<file path="src/sv/tvt_pkg.sv">
// ----------------------------------------------------------------------------
// tvt_pkg: shared types and constants for two-view point triangulation
// Widths of the linear system terms, the back-end step program and the
// queue payload carried from the front end to the solver.
// ----------------------------------------------------------------------------
package tvt_pkg;

    localparam int NUM_CFG    = 7;
    localparam int CFG_IDX_W  = 3;
    localparam int CFG_W      = 64;
    localparam int PIX_W      = 16;
    localparam int LANE_W     = 16;
    localparam int COORD_W    = 32;

    // Row terms of the 4x3 system, normal-equation terms, cofactors, wide accumulator
    localparam int AB_W       = 34;
    localparam int NR_W       = 70;
    localparam int OPB_W      = 72;
    localparam int ADJ_W      = 144;
    localparam int ACC_W      = 256;

    // Multiply-accumulate: one 8-bit slice of the narrow operand per cycle
    localparam int CHUNK_W    = 8;
    localparam int NUM_CHUNKS = OPB_W / CHUNK_W;
    localparam int NUM_STEPS  = 30;
    localparam int STEP_W     = 5;
    localparam int DIV_BITS   = 33;

    localparam int Q_DEPTH    = 2;
    localparam int Q_PTR_W    = 1;

    typedef enum logic [1:0] {
        DEST_ADJ,
        DEST_DET,
        DEST_NUM
    } dest_t;

    // One product of the solver program
    typedef struct packed {
        logic       a_adj;   // wide operand is a cofactor, else a normal-matrix entry
        logic [3:0] a_idx;
        logic       b_r;     // narrow operand is a right-hand-side entry
        logic [2:0] b_idx;
        logic       neg;     // subtract the product
        logic       first;   // start a fresh sum
        logic       last;    // sum complete, store it
        dest_t      dest;
        logic [3:0] d_idx;
    } step_t;

    // Normal matrix (upper triangle n00,n01,n02,n11,n12,n22) and right-hand side
    typedef struct packed {
        logic [5:0][NR_W-1:0] n;
        logic [2:0][NR_W-1:0] r;
    } nr_t;

    typedef struct packed {
        logic full;
        logic empty;
    } q_stat_t;

    // Index of symmetric entry (i,j) in the upper-triangle list
    function automatic logic [2:0] n_index(int i, int j);
        int lo;
        int hi;
        lo = (i < j) ? i : j;
        hi = (i < j) ? j : i;
        if (lo == 0) begin
            return 3'(hi);
        end
        else if (lo == 1) begin
            return 3'(2 + hi);
        end
        return 3'd5;
    endfunction

    // Solver program: 18 cofactor products, 3 determinant products, 9 numerator products
    function automatic step_t step_entry(int s);
        step_t e;
        int ent;
        int i;
        int j;
        int k;
        int i1;
        int i2;
        int j1;
        int j2;
        e = '0;
        if (s < 18) begin
            ent = s / 2;
            i   = ent / 3;
            j   = ent % 3;
            i1  = (i + 1) % 3;
            i2  = (i + 2) % 3;
            j1  = (j + 1) % 3;
            j2  = (j + 2) % 3;
            if (s % 2 == 0) begin
                e.a_idx = 4'(n_index(j1, i1));
                e.b_idx = n_index(j2, i2);
                e.first = 1'b1;
            end
            else begin
                e.a_idx = 4'(n_index(j1, i2));
                e.b_idx = n_index(j2, i1);
                e.neg   = 1'b1;
                e.last  = 1'b1;
            end
            e.dest  = DEST_ADJ;
            e.d_idx = 4'(ent);
        end
        else if (s < 21) begin
            k       = s - 18;
            e.a_adj = 1'b1;
            e.a_idx = 4'(3 * k);
            e.b_idx = n_index(0, k);
            e.first = (k == 0);
            e.last  = (k == 2);
            e.dest  = DEST_DET;
        end
        else begin
            k       = s - 21;
            i       = k / 3;
            j       = k % 3;
            e.a_adj = 1'b1;
            e.a_idx = 4'(3 * i + j);
            e.b_r   = 1'b1;
            e.b_idx = 3'(j);
            e.first = (j == 0);
            e.last  = (j == 2);
            e.dest  = DEST_NUM;
            e.d_idx = 4'(i);
        end
        return e;
    endfunction

endpackage

</file>
<file path="src/sv/tvt_queue.sv">
// ----------------------------------------------------------------------------
// tvt_queue: decoupling queue
// Short FIFO of normal-equation sets between the builder and the solver.
// ----------------------------------------------------------------------------
module tvt_queue
    import tvt_pkg::*;
(
    input  logic    clk,
    input  logic    rst_n,
    input  logic    push,
    input  nr_t     push_data,
    input  logic    pop,
    output nr_t     pop_data,
    output q_stat_t stat
);

    nr_t                mem [Q_DEPTH];
    logic [Q_PTR_W-1:0] wr_ptr_reg, rd_ptr_reg;
    logic [Q_PTR_W:0]   count_reg;
    logic               push_ok, pop_ok;

    assign stat.full  = (count_reg == (Q_PTR_W + 1)'(Q_DEPTH));
    assign stat.empty = (count_reg == '0);
    assign push_ok    = push && !stat.full;
    assign pop_ok     = pop && !stat.empty;
    assign pop_data   = mem[rd_ptr_reg];

    // Track pointers and fill level
    always_ff @(posedge clk or negedge rst_n)
    begin
        if (!rst_n)
        begin
            wr_ptr_reg <= '0;
            rd_ptr_reg <= '0;
            count_reg  <= '0;
        end
        else
        begin
            if (push_ok)
            begin
                wr_ptr_reg <= wr_ptr_reg + 1'b1;
            end
            if (pop_ok)
            begin
                rd_ptr_reg <= rd_ptr_reg + 1'b1;
            end
            case ({push_ok, pop_ok})
                2'b10:   count_reg <= count_reg + 1'b1;
                2'b01:   count_reg <= count_reg - 1'b1;
                default: count_reg <= count_reg;
            endcase
        end
    end

    // Store entries
    always_ff @(posedge clk)
    begin
        if (push_ok)
        begin
            mem[wr_ptr_reg] <= push_data;
        end
    end

endmodule

</file>
<file path="config.mk">
export PLATFORM = sky130hd
export DESIGN_NAME = tvt_queue
export DESIGN_NICKNAME = d
export VERILOG_FILES = /design/src/sv/tvt_pkg.sv /design/src/sv/tvt_queue.sv
export SDC_FILE = /design/constraint.sdc
export NUM_CORES = 1
export LEC_CHECK = 0
export ABC_CLOCK_PERIOD_IN_PS = 45100
export BUFFER_PORTS_ARGS = -buffer_cell sky130_fd_sc_hd__buf_2
export CORE_AREA = 2 2 495 497
export CTS_BUF_LIST = sky130_fd_sc_hd__clkbuf_4 sky130_fd_sc_hd__clkbuf_8
export DETAILED_ROUTE_END_ITERATION = 6
export DIE_AREA = 0 0 497 499
export SYNTH_ARGS = -nofsm -noshare
export SYNTH_HDL_FRONTEND = slang
export SYNTH_SLANG_ARGS = --single-unit
export TNS_END_PERCENT = 30
</file>
<file path="constraint.sdc">
create_clock -name clk -period 45.1 [get_ports clk]
set_clock_uncertainty 0.05 [all_clocks]
set_input_delay 0 -clock clk [delete_from_list [all_inputs] [get_ports clk]]
set_output_delay 0 -clock clk [all_outputs]
set_load 0.02 [all_outputs]
</file>
# After elaboration in Yosys (flattened, before gate mapping)
# Memories as Yosys holds them, arrays and structs flattened.
# Index checks and enable logic that the tools add are counted.
totals:
  mem_count: 1
  elab_cells: 20
  ff_bits: 4
  out_inout_bits: 632
  in_bits: 634
  ramBits: 1260
memory_table:
  columns: ["memory", "words", "word_bits", "read_ports", "rd_ports_with_merged_regs", "wr", "line_no", "rtl"]
  rows:
  - ["mem", 2, 630, 1, 0, 1, "tvt_queue.sv:17", "nr_t mem [Q_DEPTH];"]
op_classes:
  n_addsub: 4
  n_eq_ne: 3
  n_mux: 3
  reduce_logical: 6
ops:
  columns: ["operator", "n"]
  rows:
  - ["$eq A2 B2 Y1 const B", 2]
  - ["$pmux W2 S2", 1]
  - ["$add A1 B1 Y1 const B", 2]
  - ["$add A2 B1 Y2 const B", 1]
  - ["$eq A2 B1 Y1 const B", 1]
  - ["$logic_and A1 B1 Y1", 2]
  - ["$logic_not A1 Y1", 2]
  - ["$logic_not A2 Y1", 1]
  - ["$mux W1", 2]
  - ["$reduce_bool A2 Y1", 1]
  - ["$sub A2 B1 Y2 const B", 1]

# Longest topological paths before layout
logic_depth:
  depth_word: 5
  depth_mapped: 6
  depth_no_buf: 6

# Worst setup path before layout
# OpenSTA, ideal clock, no wires.
synth_timing:
  kind: "register to register"
  start: "reg count_reg[0]"
  end: "mem mem[0][0] in the netlist's numbering (enable)"
  synth_period_minus_slack_ps: 28373
  n_path_buf: 0
  arrival_ps: 26684
  slack_ps: 16727
  required_time_ps: 43411
  setup_time_ps: 1639
  path_stages_with_launch: 4
  cell_sequence: "dfrtp_1 -> nand2b_1 -> nand2_1 -> nor2_1"
synth_via:
  elab_chain_len: 5
synth_rtl:
  columns: ["item", "line_no", "rtl"]
  rows:
  - ["from (decl)", "tvt_queue.sv:19", "logic [Q_PTR_W:0] count_reg;"]
  - ["from (signal assigned)", "tvt_queue.sv:48", "2'b10: count_reg <= count_reg + 1'b1;"]
  - ["from (signal assigned)", "tvt_queue.sv:49", "2'b01: count_reg <= count_reg - 1'b1;"]
  - ["from (signal assigned)", "tvt_queue.sv:50", "default: count_reg <= count_reg;"]
  - ["$eq A2 B2 Y1", "tvt_queue.sv:22", "assign stat.full = (count_reg == (Q_PTR_W + 1)'(Q_DEPTH));"]
  - ["$logic_not A1 Y1", "tvt_queue.sv:24", "assign push_ok = push && !stat.full;"]
  - ["$logic_and A1 B1 Y1", "tvt_queue.sv:24", null]
  - ["$mux W1", "tvt_queue.sv:58", "if (push_ok)"]
  - ["$mux W1 (not written as such)", "tvt_queue.sv:60", "mem[wr_ptr_reg] <= push_data;"]
  - ["to (decl)", "tvt_queue.sv:17", null]
# Every way passes these cells.

==> impl_metrics.ini <==
[die]
die_w_um = 497
die_area_sq_mm = 0.2480
initial_core_util_pct = 20.07
dieHeight_um = 499
row_count = 181
fp.coreArea_sq_mm = 0.2425
io_pins = 1266

[final_layout]
area_delta_synth_final_pct = 54.26
drive_gt1_share_pct = 46.35
fin_util_pct = 30.96
nets = 5318
largest_register_ff_count = 1260

[logic_synthesis]
synth_cells = 1978
ys_top_cells_by_area = edfxtp_1, mux2_4, buf_12
synth_flop_cell = edfxtp_1
syn_area_per_cell_sq_um = 24.61
ys_types = 16
ys_ff_latch = 1264
synth_nets = 2613
yosysTopAreaCellShare_pct = 77.72
yosysWarnings = 0
async_reset_ff_share_pct = 0.3165
synth_area_sq_mm = 0.04868
synth_edf_count = 1260
yosysTopAreaCell = edfxtp_1
ys_seq_area_share_pct = 77.93

[grt]
grt_pass1_wl_um = 247000
grt_max_degree = 162
grt_pass1_vias = 32740
antenna_found_initial = 160
gr-total-overflow = 0
grt_usage_pct = 14.03

[timing]
setup_viol_count_final = 0
worst_pin_slew_ns = 1.105
fmax_mhz = 166.2
slew_viol_final = 0
setup_tns_ns = 0
period_share_pct = 13.34
rsz0062_at_grt = false
maxSlewHeadroom_pct = 26.35
fin_crit_ns = 6.015
hold_viol_final = 0

[routing]
wirelength_met1_um = 70130
dr_wl_met3_um = 18950
routed.top_layer = met5
viasPerCell = 3.769
post_drt_wl_per_cell_um = 22.15
wl_um = 180000
antenna_left = 0
route.vias.total = 30620
drt_pass1_iterations = 7
post-route-drc-count = 2
wl_met2_um = 80690
drtIter0Drc = 1903

[clocking]
clkTransAtPathRegs_ns = 0.06
postCtsSetupRepairBufs = 0
post_cts_resized = 0
clk_path_buf_depth = 3
cts_tree = done
insertion_delay_ns = 0.95
numCtsBuffers = 210
cts-htree-levels = 4
clkSinkCount = 1264
root_buffer = clkbuf_8

[place]
port_buffers = 1265
dp_hpwl_um = 133000
gp_congestion = 0.8820

[setup_path]
worstPathCellList = buf_4 > buf_4 > buf_4 > buf_4 > mux2_2 > buf_2
endpoint_kind = output port
crit_path_top_delay_cell = buf_4
cp_common_cell = buf_4
worstSetupStartpointType = flip-flop
path_max_fanout = 62
worstPathRequired_ns = 45.05
cp.arrival_ns = 5.97
cpPeakStageDelay_ns = 0.98
path_delay_family = buffers and inverters
critical_path_class = flip-flop to output port
crit_buf_inv = 5

[run]
drv_cap = 0

[power_and_ir_drop]
power_leakage_nw = 29.45
ir_drop_uv = 46.11
cellPowerDensity_mw_per_mm2 = 59.07

[worst_hold_path]
hold_class = primary input to async pin

[outcome]
violations = design-rule violations
status = finished, violations left
[area by class of cell]
| class | instances | area, sq um |
|---|---|---|
| Inverter | 1 | 3.754 |
| Fill cell | 23640 | 167500 |
| Timing Repair Buffer | 2563 | 19270 |
| Clock inverter | 125 | 1064 |
| Clock buffer | 254 | 3221 |
| Tap cell | 3202 | 4006 |
| Multi-Input combinational cell | 643 | 9412 |
| Antenna cell | 72 | 180.2 |
| Sequential cell | 1264 | 37940 |
[stage by stage]
stage	hold slack [ns]	instance area, sq um	worst slack (ns)	power (mW)	std cells
after floorplan	-0.3456	48680	16.73	3.123	1978
after global placement	-0.2193	57960	40.01	3.327	6407
after detailed placement	-0.2182	57960	39.92	3.340	6407
after CTS	0.05286	74910	38.75	4.494	8052
after global routing	0.07127	74980	38.60	4.623	8077
final	0.1611	75090	39.08	4.436	8124
[worst min-delay path, stage by stage]
cell           delay [ns]
dlygate4sd3_1        0.72
buf_2                0.16
dlygate4sd3_1        0.64
[synthesized netlist by cell type, types with 2 or more instances]
| cell | instances |
|---|---|
| mux2_4 | 590 |
| buf_12 | 65 |
| dfrtp_1 | 4 |
| nor2_1 | 3 |
| edfxtp_1 | 1260 |
| xor2_1 | 2 |
| mux2_2 | 40 |
| buf_4 | 4 |
| xnor2_1 | 3 |
[final timing paths]
| kind | from | to | slack, ns | depth (start not counted) |
|---|---|---|---|---|
| worst min register to register | count_reg[1] | count_reg[1] | 0.45 | 1 |
| max in group asynchronous | rst_n | rd_ptr_reg | 44.65 | 3 |
| worst max-delay path | rd_ptr_reg | pop_data[622] | 39.08 | 6 |
| worst min-delay path | rst_n | wr_ptr_reg | 0.16 | 3 |
| worst max register to register | count_reg[0] | mem[0][29] | 40.68 | 7 |
| min in group clk | push_data[379] | mem[1][379] | 0.25 | 3 |
[where the power goes]
group          switching (mW)  internal [mW]
logic                    1.02          0.701
clock network           0.490          0.547
registers              0.0720           1.61
[what timing repair did]
item	CTS	global route
hold endpoints to repair	1422	0
setup endpoints to repair	0	0
hold buffers	1266	0
[cells in the final DEF, fill, tap and decap left out, drive strengths merged]
master       synthesis  final
xnor2                3      3
nor2b                1      1
buf                 70   1297
edfxtp            1260   1260
bufinv               0     12
dfrtp                4      4
clkinv               0     98
inv                  1      9
ha                   1      1
diode                0     72
clkbuf               0    254
and3                 1      1
xor2                 2      2
nand2b               1      1
mux2               630    630
nand2                1      1
clkinvlp             0      7
dlygate4sd3          0   1266
nor2                 3      3
[layer usage]
| layer | vias to the layer above | global-route usage (%) |
|---|---|---|
| li1 | 13490 | - |
| met1 | 15110 | 16.35 |
| met2 | 1524 | 22.17 |
| met3 | 421 | 5.827 |
| met4 | 74 | 7.016 |
| met5 | - | 0 |
[cells by family after synthesis]
kind of cell	share of synthesized area [%]
buffers and inverters	2.765
multiplexers	19.12
AND/OR/NAND/NOR	0.06941
adder cells (fa/ha/maj)	0.02570
XOR/XNOR	0.08997
flip-flops	77.93
Power figures use the tool's default switching activity.
